[src/hw/rtl/tcpf_pkg.sv]
package tcpf_pkg;

   // fixed point format of the stored probabilities
   localparam int FRAC_BITS = 30;
   localparam int PROB_W    = FRAC_BITS + 1;
   localparam int OPND_W    = 32;
   localparam int PROD_W    = 64;
   localparam int MULR_W    = PROB_W + OPND_W;
   localparam int OP_W      = 2;
   localparam int CLASS_W   = 2;
   localparam int NCLASS    = 3;

   // step counter covers the quotient bits of the divider
   localparam int CNT_W = $clog2(FRAC_BITS + 1);

   localparam logic [PROB_W-1:0] PROB_RESET = PROB_W'((64'd1 << FRAC_BITS) / 3);
   localparam logic [PROD_W-1:0] FLOOR_UNIT = PROD_W'(64'd1 << FRAC_BITS);

   // op codes
   localparam logic [OP_W-1:0] OP_LOAD   = 2'd0;
   localparam logic [OP_W-1:0] OP_UPDATE = 2'd1;
   localparam logic [OP_W-1:0] OP_READ   = 2'd2;

   // class codes
   localparam logic [CLASS_W-1:0] CLASS_PERSON  = 2'd0;
   localparam logic [CLASS_W-1:0] CLASS_VEHICLE = 2'd1;
   localparam logic [CLASS_W-1:0] CLASS_OTHER   = 2'd2;

   typedef struct packed {
      logic capture;    // take the request beat into the datapath
      logic mul_en;     // multiply the head operands and rotate
      logic acc_en;     // floor the product, push it, add it to the sum
      logic div_en;     // one quotient bit in every lane
      logic div_first;  // first quotient bit, no shift
      logic commit;     // store the quotients as the new probabilities
      logic out_load;   // load the response registers
   } cmd_type;

   typedef struct packed {
      logic update;     // captured op changes the probabilities
   } sts_type;

endpackage

[src/hw/rtl/three_class_probability_fusion_unit.sv]
// Three-class probability fusion (person, vehicle, other). The unit holds three
// class probabilities in unsigned Q1.30, one third each after reset. A request beat
// with op 0 loads three new values, op 1 multiplies the held probabilities by three
// evidence factors, op 2 (and the unused op 3) only reads. For ops 0 and 1 each
// product is raised to a floor of 2^-30, the three are summed and each is divided
// by the sum, truncated to Q1.30. Every request gives one response beat with the
// three probabilities after the step and the one picked by query_class (zero for
// class code 3). An update goes from acceptance to the response register through
// op decode, the shared 31x32 multiplier and sum adder, the three restoring divider
// lanes (one quotient bit per cycle), the store of the quotients and the response
// load, which waits while a stalled beat holds that register. A read goes from op
// decode to the response load. The unit works on one request at a time; a new one is
// taken once the previous result sits in the response register, even if stalled.
module three_class_probability_fusion_unit
   import tcpf_pkg::*;
(
   input  logic                clock,
   input  logic                reset,
   // request channel
   input  logic                req_valid,
   output logic                req_stall,
   input  logic [OP_W-1:0]     req_op,
   input  logic [OPND_W-1:0]   req_factor_person,
   input  logic [OPND_W-1:0]   req_factor_vehicle,
   input  logic [OPND_W-1:0]   req_factor_other,
   input  logic [CLASS_W-1:0]  req_query_class,
   // response channel
   output logic                rsp_valid,
   input  logic                rsp_stall,
   output logic [PROB_W-1:0]   rsp_prob_person,
   output logic [PROB_W-1:0]   rsp_prob_vehicle,
   output logic [PROB_W-1:0]   rsp_prob_other,
   output logic [PROB_W-1:0]   rsp_selected_probability
);

   cmd_type cmd;
   sts_type sts;

   // sequencer: op decode, multiply, divide, commit, response hand-off
   tcpf_ctrl u_ctrl (
      .clock     (clock),
      .reset     (reset),
      .req_valid (req_valid),
      .req_stall (req_stall),
      .rsp_valid (rsp_valid),
      .rsp_stall (rsp_stall),
      .sts       (sts),
      .cmd       (cmd)
   );

   // probability state, multiplier, sum, divider lanes and response registers
   tcpf_datapath u_datapath (
      .clock                    (clock),
      .reset                    (reset),
      .cmd                      (cmd),
      .sts                      (sts),
      .req_op                   (req_op),
      .req_factor_person        (req_factor_person),
      .req_factor_vehicle       (req_factor_vehicle),
      .req_factor_other         (req_factor_other),
      .req_query_class          (req_query_class),
      .rsp_prob_person          (rsp_prob_person),
      .rsp_prob_vehicle         (rsp_prob_vehicle),
      .rsp_prob_other           (rsp_prob_other),
      .rsp_selected_probability (rsp_selected_probability)
   );

endmodule

[src/hw/rtl/tcpf_ctrl.sv]
module tcpf_ctrl
   import tcpf_pkg::*;
(
   input  logic    clock,
   input  logic    reset,
   input  logic    req_valid,
   output logic    req_stall,
   output logic    rsp_valid,
   input  logic    rsp_stall,
   input  sts_type sts,
   output cmd_type cmd
);

   localparam logic [2:0] ST_IDLE   = 3'd0;
   localparam logic [2:0] ST_CHECK  = 3'd1;
   localparam logic [2:0] ST_MUL    = 3'd2;
   localparam logic [2:0] ST_DIV    = 3'd3;
   localparam logic [2:0] ST_COMMIT = 3'd4;
   localparam logic [2:0] ST_FINISH = 3'd5;

   localparam logic [CNT_W-1:0] MUL_LAST = CNT_W'(NCLASS);
   localparam logic [CNT_W-1:0] DIV_LAST = CNT_W'(FRAC_BITS);

   logic [2:0]       state_ff, state_in;
   logic [CNT_W-1:0] cnt_ff, cnt_in;
   logic             rsp_valid_ff, rsp_valid_in;
   logic             out_free;

   assign out_free  = !rsp_valid_ff || !rsp_stall;
   assign req_stall = (state_ff != ST_IDLE);
   assign rsp_valid = rsp_valid_ff;

   always_comb begin
      state_in = state_ff;
      cnt_in   = cnt_ff;
      cmd      = '0;
      case (state_ff)
         ST_IDLE: begin
            if (req_valid) begin
               cmd.capture = 1'b1;
               state_in    = ST_CHECK;
            end
         end
         ST_CHECK: begin
            cnt_in   = '0;
            state_in = sts.update ? ST_MUL : ST_FINISH;
         end
         ST_MUL: begin
            cmd.mul_en = (cnt_ff != MUL_LAST);
            cmd.acc_en = (cnt_ff != '0);
            if (cnt_ff == MUL_LAST) begin
               cnt_in   = '0;
               state_in = ST_DIV;
            end else begin
               cnt_in = CNT_W'(cnt_ff + 1'b1);
            end
         end
         ST_DIV: begin
            cmd.div_en    = 1'b1;
            cmd.div_first = (cnt_ff == '0);
            if (cnt_ff == DIV_LAST) begin
               state_in = ST_COMMIT;
            end else begin
               cnt_in = CNT_W'(cnt_ff + 1'b1);
            end
         end
         ST_COMMIT: begin
            cmd.commit = 1'b1;
            state_in   = ST_FINISH;
         end
         ST_FINISH: begin
            if (out_free) begin
               cmd.out_load = 1'b1;
               state_in     = ST_IDLE;
            end
         end
         default: begin
            state_in = ST_IDLE;
         end
      endcase
   end

   assign rsp_valid_in = cmd.out_load || (rsp_valid_ff && rsp_stall);

   always_ff @(posedge clock) begin
      if (reset) begin
         state_ff     <= ST_IDLE;
         cnt_ff       <= '0;
         rsp_valid_ff <= 1'b0;
      end else begin
         state_ff     <= state_in;
         cnt_ff       <= cnt_in;
         rsp_valid_ff <= rsp_valid_in;
      end
   end

   a_no_overwrite: assert property (@(posedge clock) disable iff (reset)
      cmd.out_load |-> !(rsp_valid_ff && rsp_stall))
      else $error("response register overwritten while stalled");

   a_accept_check: assert property (@(posedge clock) disable iff (reset)
      (req_valid && !req_stall) |=> (state_ff == ST_CHECK))
      else $error("accepted beat not followed by op check");

   a_div_end: assert property (@(posedge clock) disable iff (reset)
      (state_ff == ST_DIV && cnt_ff == DIV_LAST) |=> (state_ff == ST_COMMIT))
      else $error("divider did not hand over to commit");

   a_div_range: assert property (@(posedge clock) disable iff (reset)
      (state_ff == ST_DIV) |-> (cnt_ff <= DIV_LAST))
      else $error("divider step count out of range");

endmodule

[src/hw/rtl/tcpf_datapath.sv]
module tcpf_datapath
   import tcpf_pkg::*;
(
   input  logic                clock,
   input  logic                reset,
   input  cmd_type             cmd,
   output sts_type             sts,
   input  logic [OP_W-1:0]     req_op,
   input  logic [OPND_W-1:0]   req_factor_person,
   input  logic [OPND_W-1:0]   req_factor_vehicle,
   input  logic [OPND_W-1:0]   req_factor_other,
   input  logic [CLASS_W-1:0]  req_query_class,
   output logic [PROB_W-1:0]   rsp_prob_person,
   output logic [PROB_W-1:0]   rsp_prob_vehicle,
   output logic [PROB_W-1:0]   rsp_prob_other,
   output logic [PROB_W-1:0]   rsp_selected_probability
);

   logic [OP_W-1:0]    op_ff;
   logic [CLASS_W-1:0] query_ff;
   logic [OPND_W-1:0]  opnd_ff [NCLASS];
   logic [OPND_W-1:0]  opnd_in [NCLASS];
   logic [PROB_W-1:0]  prob_ff [NCLASS];
   logic [PROB_W-1:0]  prob_in [NCLASS];
   logic [PROD_W-1:0]  mul_ff, mul_in;
   logic [MULR_W-1:0]  mul_raw;
   logic [PROD_W-1:0]  floored;
   logic [PROD_W-1:0]  sum_ff, sum_in;
   logic [PROD_W-1:0]  rem_ff [NCLASS];
   logic [PROD_W-1:0]  rem_in [NCLASS];
   logic [PROB_W-1:0]  q_ff [NCLASS];
   logic [PROB_W-1:0]  q_in [NCLASS];
   logic [PROD_W:0]    trial [NCLASS];
   logic [PROD_W:0]    diff [NCLASS];
   logic               ge [NCLASS];
   logic [PROB_W-1:0]  sel_prob;

   assign sts.update = op_ff inside {OP_LOAD, OP_UPDATE};

   // head of the rotating operand ring
   assign mul_raw = prob_ff[0] * opnd_ff[0];
   assign mul_in  = (op_ff == OP_LOAD) ? (PROD_W'(opnd_ff[0]) << FRAC_BITS)
                                       : PROD_W'(mul_raw);
   assign floored = (mul_ff < FLOOR_UNIT) ? FLOOR_UNIT : mul_ff;
   assign sum_in  = cmd.capture ? '0 : (cmd.acc_en ? sum_ff + floored : sum_ff);

   always_comb begin
      for (int k = 0; k < NCLASS; k++) begin
         opnd_in[k] = opnd_ff[k];
         prob_in[k] = prob_ff[k];
         rem_in[k]  = rem_ff[k];
         q_in[k]    = q_ff[k];
         trial[k]   = cmd.div_first ? {1'b0, rem_ff[k]} : {rem_ff[k], 1'b0};
         diff[k]    = trial[k] - {1'b0, sum_ff};
         ge[k]      = (trial[k] >= {1'b0, sum_ff});
      end
      if (cmd.capture) begin
         opnd_in[0] = req_factor_person;
         opnd_in[1] = req_factor_vehicle;
         opnd_in[2] = req_factor_other;
      end else if (cmd.mul_en) begin
         for (int k = 0; k < NCLASS; k++) begin
            opnd_in[k] = opnd_ff[(k + 1) % NCLASS];
            prob_in[k] = prob_ff[(k + 1) % NCLASS];
         end
      end
      if (cmd.acc_en) begin
         for (int k = 0; k < NCLASS - 1; k++) begin
            rem_in[k] = rem_ff[k + 1];
         end
         rem_in[NCLASS-1] = floored;
      end else if (cmd.div_en) begin
         for (int k = 0; k < NCLASS; k++) begin
            rem_in[k] = ge[k] ? diff[k][PROD_W-1:0] : trial[k][PROD_W-1:0];
            q_in[k]   = cmd.div_first ? PROB_W'(ge[k]) : {q_ff[k][PROB_W-2:0], ge[k]};
         end
      end
      if (cmd.commit) begin
         for (int k = 0; k < NCLASS; k++) begin
            prob_in[k] = q_ff[k];
         end
      end
   end

   always_comb begin
      case (query_ff)
         CLASS_PERSON:  sel_prob = prob_ff[0];
         CLASS_VEHICLE: sel_prob = prob_ff[1];
         CLASS_OTHER:   sel_prob = prob_ff[2];
         default:       sel_prob = '0;
      endcase
   end

   always_ff @(posedge clock) begin
      if (reset) begin
         for (int k = 0; k < NCLASS; k++) begin
            prob_ff[k] <= PROB_RESET;
         end
      end else begin
         prob_ff <= prob_in;
      end
   end

   always_ff @(posedge clock) begin
      if (cmd.capture) begin
         op_ff    <= req_op;
         query_ff <= req_query_class;
      end
      opnd_ff <= opnd_in;
      rem_ff  <= rem_in;
      q_ff    <= q_in;
      sum_ff  <= sum_in;
      mul_ff  <= mul_in;
      if (cmd.out_load) begin
         rsp_prob_person          <= prob_ff[0];
         rsp_prob_vehicle         <= prob_ff[1];
         rsp_prob_other           <= prob_ff[2];
         rsp_selected_probability <= sel_prob;
      end
   end

endmodule
[config.mk]
export PLATFORM = sky130hd
export DESIGN_NAME = three_class_probability_fusion_unit
export DESIGN_NICKNAME = d
export VERILOG_FILES = /design/src/hw/rtl/tcpf_pkg.sv /design/src/hw/rtl/three_class_probability_fusion_unit.sv /design/src/hw/rtl/tcpf_ctrl.sv /design/src/hw/rtl/tcpf_datapath.sv
export SDC_FILE = /design/constraint.sdc
export NUM_CORES = 2
export LEC_CHECK = 0
export BUFFER_PORTS_ARGS = -buffer_cell sky130_fd_sc_hd__buf_2
export CORE_MARGIN = 5
export CORE_UTILIZATION = 54
export CTS_BUF_LIST = sky130_fd_sc_hd__clkbuf_16
export DETAILED_ROUTE_END_ITERATION = 10
export PLACE_DENSITY = 0.75
export SLEW_MARGIN = 25
export SYNTH_ARGS = -nofsm -noshare
export SYNTH_HDL_FRONTEND = slang
export SYNTH_SLANG_ARGS = --single-unit
[constraint.sdc]
create_clock -name clock -period 9.25 [get_ports clock]
set_input_delay 0.4625 -clock clock [delete_from_list [all_inputs] [get_ports clock]]
set_output_delay 0.4625 -clock clock [all_outputs]
set_load 0.05 [all_outputs]
==> out/results.tsv <==
metric	value	unit
outcome	finished clean	
synth_top_area_cell	fa_1	
ys.flop_type	edfxtp_1	
nNetsFinal	10900	
clk_pin_slew_worst_paths	0.07	ns
path_class	reg -> reg	
hold_viol_final	0	
cp_max_fo	19	
synthTopCellsByArea	fa_1 (22%), edfxtp_1 (19%), nand2_1 (9.2%), ha_1 (8.0%), dfxtp_1 (5.7%)	
drv_slew	0	
synthArstFlopShare	0	%
max_freq	115	MHz
vias_per_cell	6.01	
worst_slew_pin_slew	1.26	ns
grt_max_degree	175	
period_share	94.3	%
routed_wl	258000	um
clockBufferDepth	3	
synthDistinctLibCells	93	
synth-warning-count	0	
clock_skew	0.0781	ns
cp-start-kind	register	
grt_pass1_wl	398000	um
drt.antenna.violating_nets	0	
drt-initial-drc-count	6658	
cts-root-buf	clkbuf_16	
gp_congestion	0.991	
syn-cell-area	80500	sq um
ios	230	
antenna_found_initial	18	
fillers	12800	
slew_headroom	15.6	%
grt_setup_unrepaired	no	
netlist_instances	9528	
ys_seq_area_share	24.7	%
synth_edf_count	509	
dr_total_vias	68800	
post_cts_buffers	0	
grt_overflow_total	0	
insertion_delay	0.75	ns
rows	141	
drive_above_1_share	6.21	%
cts_tree	built	
cts_made_buffers	87	
grt_pass1_vias	68800	
core	148000	sq um
syn_nets	11000	
cap_violations	0	
cp-end-kind	register	
required	9.86	ns
ys_ff_latch	738	
period_minus_slack	8.73	ns
firstDrtPassIters	7	
setup_viol	0	
critical_path_arrival	9.34	ns
die_area	157000	sq um
area_growth	7.84	%
tns	0	ns
syn_avg_cell_area	8.45	sq um
numPortBuffers	229	
die_h	396	um
die_w	396	um
cts.sinks	738	
drc	0	
yosys.area.top_type_share	21.6	%
place_hpwl	196000	um
track_usage	32.3	%
fin_util	58.6	%
wl_per_cell	22.5	um
hold_path.class	in -> reg	
start_util	54.4	%
htreeDepth	3	
==> kinds of logic after synthesis <==
logic type | Yosys count | synth area share (%)
xor gates and xnor gates | 274 | 2.98
muxes | 89 | 1.11
DFF | 738 | 24.7
adders and majority gates | 1384 | 29.6
AOI/OAI and AO/OA | 1677 | 12.8
and+or+nand+nor | 3750 | 21.1
buffers and inverters | 1616 | 7.65
==> worst max-delay path: stages, from the launching register on <==
cell and delay, ns:
edfxtp_1 0.97, buf_4 0.44, nand2_1 0.13, fa_1 0.55, inv_1 0.06, fa_1 0.53, inv_1 0.05, fa_1 0.49
inv_1 0.06, fa_1 0.57, fa_1 0.43, fa_1 0.40, fa_1 0.45, ha_1 0.32, ha_1 0.37, a21o_1 0.23
a21o_1 0.17, a21oi_1 0.35, nor3_1 0.14, a211oi_1 0.43, nand2_1 0.29, a311oi_2 0.58, o21ai_0 0.21, xnor2_1 0.15
o21ai_0 0.20
==> per-stage QoR <==
stage / area [sq um] / std cells / worst slack [ns] / hold WS (ns)
2_1_floorplan: 80500 / 9528 / 1.84 / 0.406
3_3_place_gp: 83000 / 11200 / 0.520 / 0.460
3_5_place_dp: 83000 / 11200 / 0.445 / 0.467
4_1_cts: 86700 / 11400 / 0.401 / 0.00482
5_1_grt: 86800 / 11400 / 0.257 / 0.0328
6_report: 86800 / 11500 / 0.524 / 0.0421
==> layout make-up <==
type	instances	area [sq um]	share of cell area, %
flip-flops and latches	738	19900	22.9
clock buffers	88	2200	2.54
diodes	12	30.0	0.0346
multi-input cells	7174	54600	62.9
inverters	985	3700	4.27
repair buffers	449	3160	3.64
clock inverters	76	813	0.937
well taps	1930	2410	2.78
==> repair_timing <==
item,in CTS,in global routing
hold buffers,68,0
hold endpoints to repair,68,0
gates resized for setup,0,1
setup endpoints to repair,0,1
==> per-layer routing <==
layer  global-route usage [%]  wire, um
met2                     50.0    115000
met3                     7.74     26200
met1                     43.7    105000
met4                     13.2     11900
met5                        0        37
==> placed cells by master, fill, tap and decap left out, types with 75 or more instances in the layout <==
| master | n |
|---|---|
| nand2_1 | 1968 |
| inv_1 | 999 |
| fa_1 | 870 |
| and2_1 | 637 |
| a21oi_1 | 634 |
| nor2_1 | 542 |
| ha_1 | 514 |
| edfxtp_1 | 509 |
| o21ai_0 | 381 |
| buf_2 | 229 |
| dfxtp_1 | 223 |
| a21o_1 | 167 |
| xnor2_1 | 164 |
| buf_4 | 135 |
| nand3_1 | 131 |
| xor2_1 | 110 |
| nand4_1 | 109 |
| clkbuf_16 | 88 |
| mux2i_1 | 84 |
| nand2b_1 | 77 |
| nor3_1 | 75 |
==> final timing paths <==
check                           cells past startpoint                          startpoint                            endpoint  slack (ns)
worst max-delay path                               24    u_datapath.opnd_ff[92]$_DFFE_PP_       u_datapath.mul_ff[61]$_DFF_P_        0.52
worst min register to register                      2  u_datapath.sum_ff[32]$_SDFFE_PP0P_  u_datapath.sum_ff[32]$_SDFFE_PP0P_        0.47
worst max register to register                     24    u_datapath.opnd_ff[92]$_DFFE_PP_       u_datapath.mul_ff[61]$_DFF_P_        0.52
worst min-delay path                                3                req_factor_other[18]    u_datapath.opnd_ff[18]$_DFFE_PP_        0.04
==> sequential cells by signal, indices dropped and copies added (netlist names) <==
name,flops
u_ctrl.cnt_ff,5
u_ctrl.rsp_valid,1
u_ctrl.state_ff,3
u_datapath.mul_ff,63
u_datapath.op_ff,2
u_datapath.opnd_ff,96
u_datapath.prob_ff,93
u_datapath.q_ff,93
u_datapath.query_ff,2
u_datapath.rem_ff,192
u_datapath.rsp_prob_other,31
u_datapath.rsp_prob_person,31
u_datapath.rsp_prob_vehicle,31
u_datapath.rsp_selected_probability,31
u_datapath.sum_ff,64
==> Yosys cell counts, types with 54 or more instances <==
master,n
nand4_1,109
nand3_1,132
a311oi_1,54
fa_1,870
nor2_1,544
edfxtp_1,509
dfxtp_1,229
nor2b_1,61
inv_1,983
and2_1,639
clkbuf_1,573
xor2_1,110
nor3_1,76
xnor2_1,164
ha_1,514
mux2i_1,84
o21bai_1,73
o21ai_0,381
a21oi_1,635
nand2_1,1974
a21o_1,167
nand2b_1,77
Power is not shown: default switching activity piles up to over one toggle a cycle in this logic, so the estimate is an artifact.
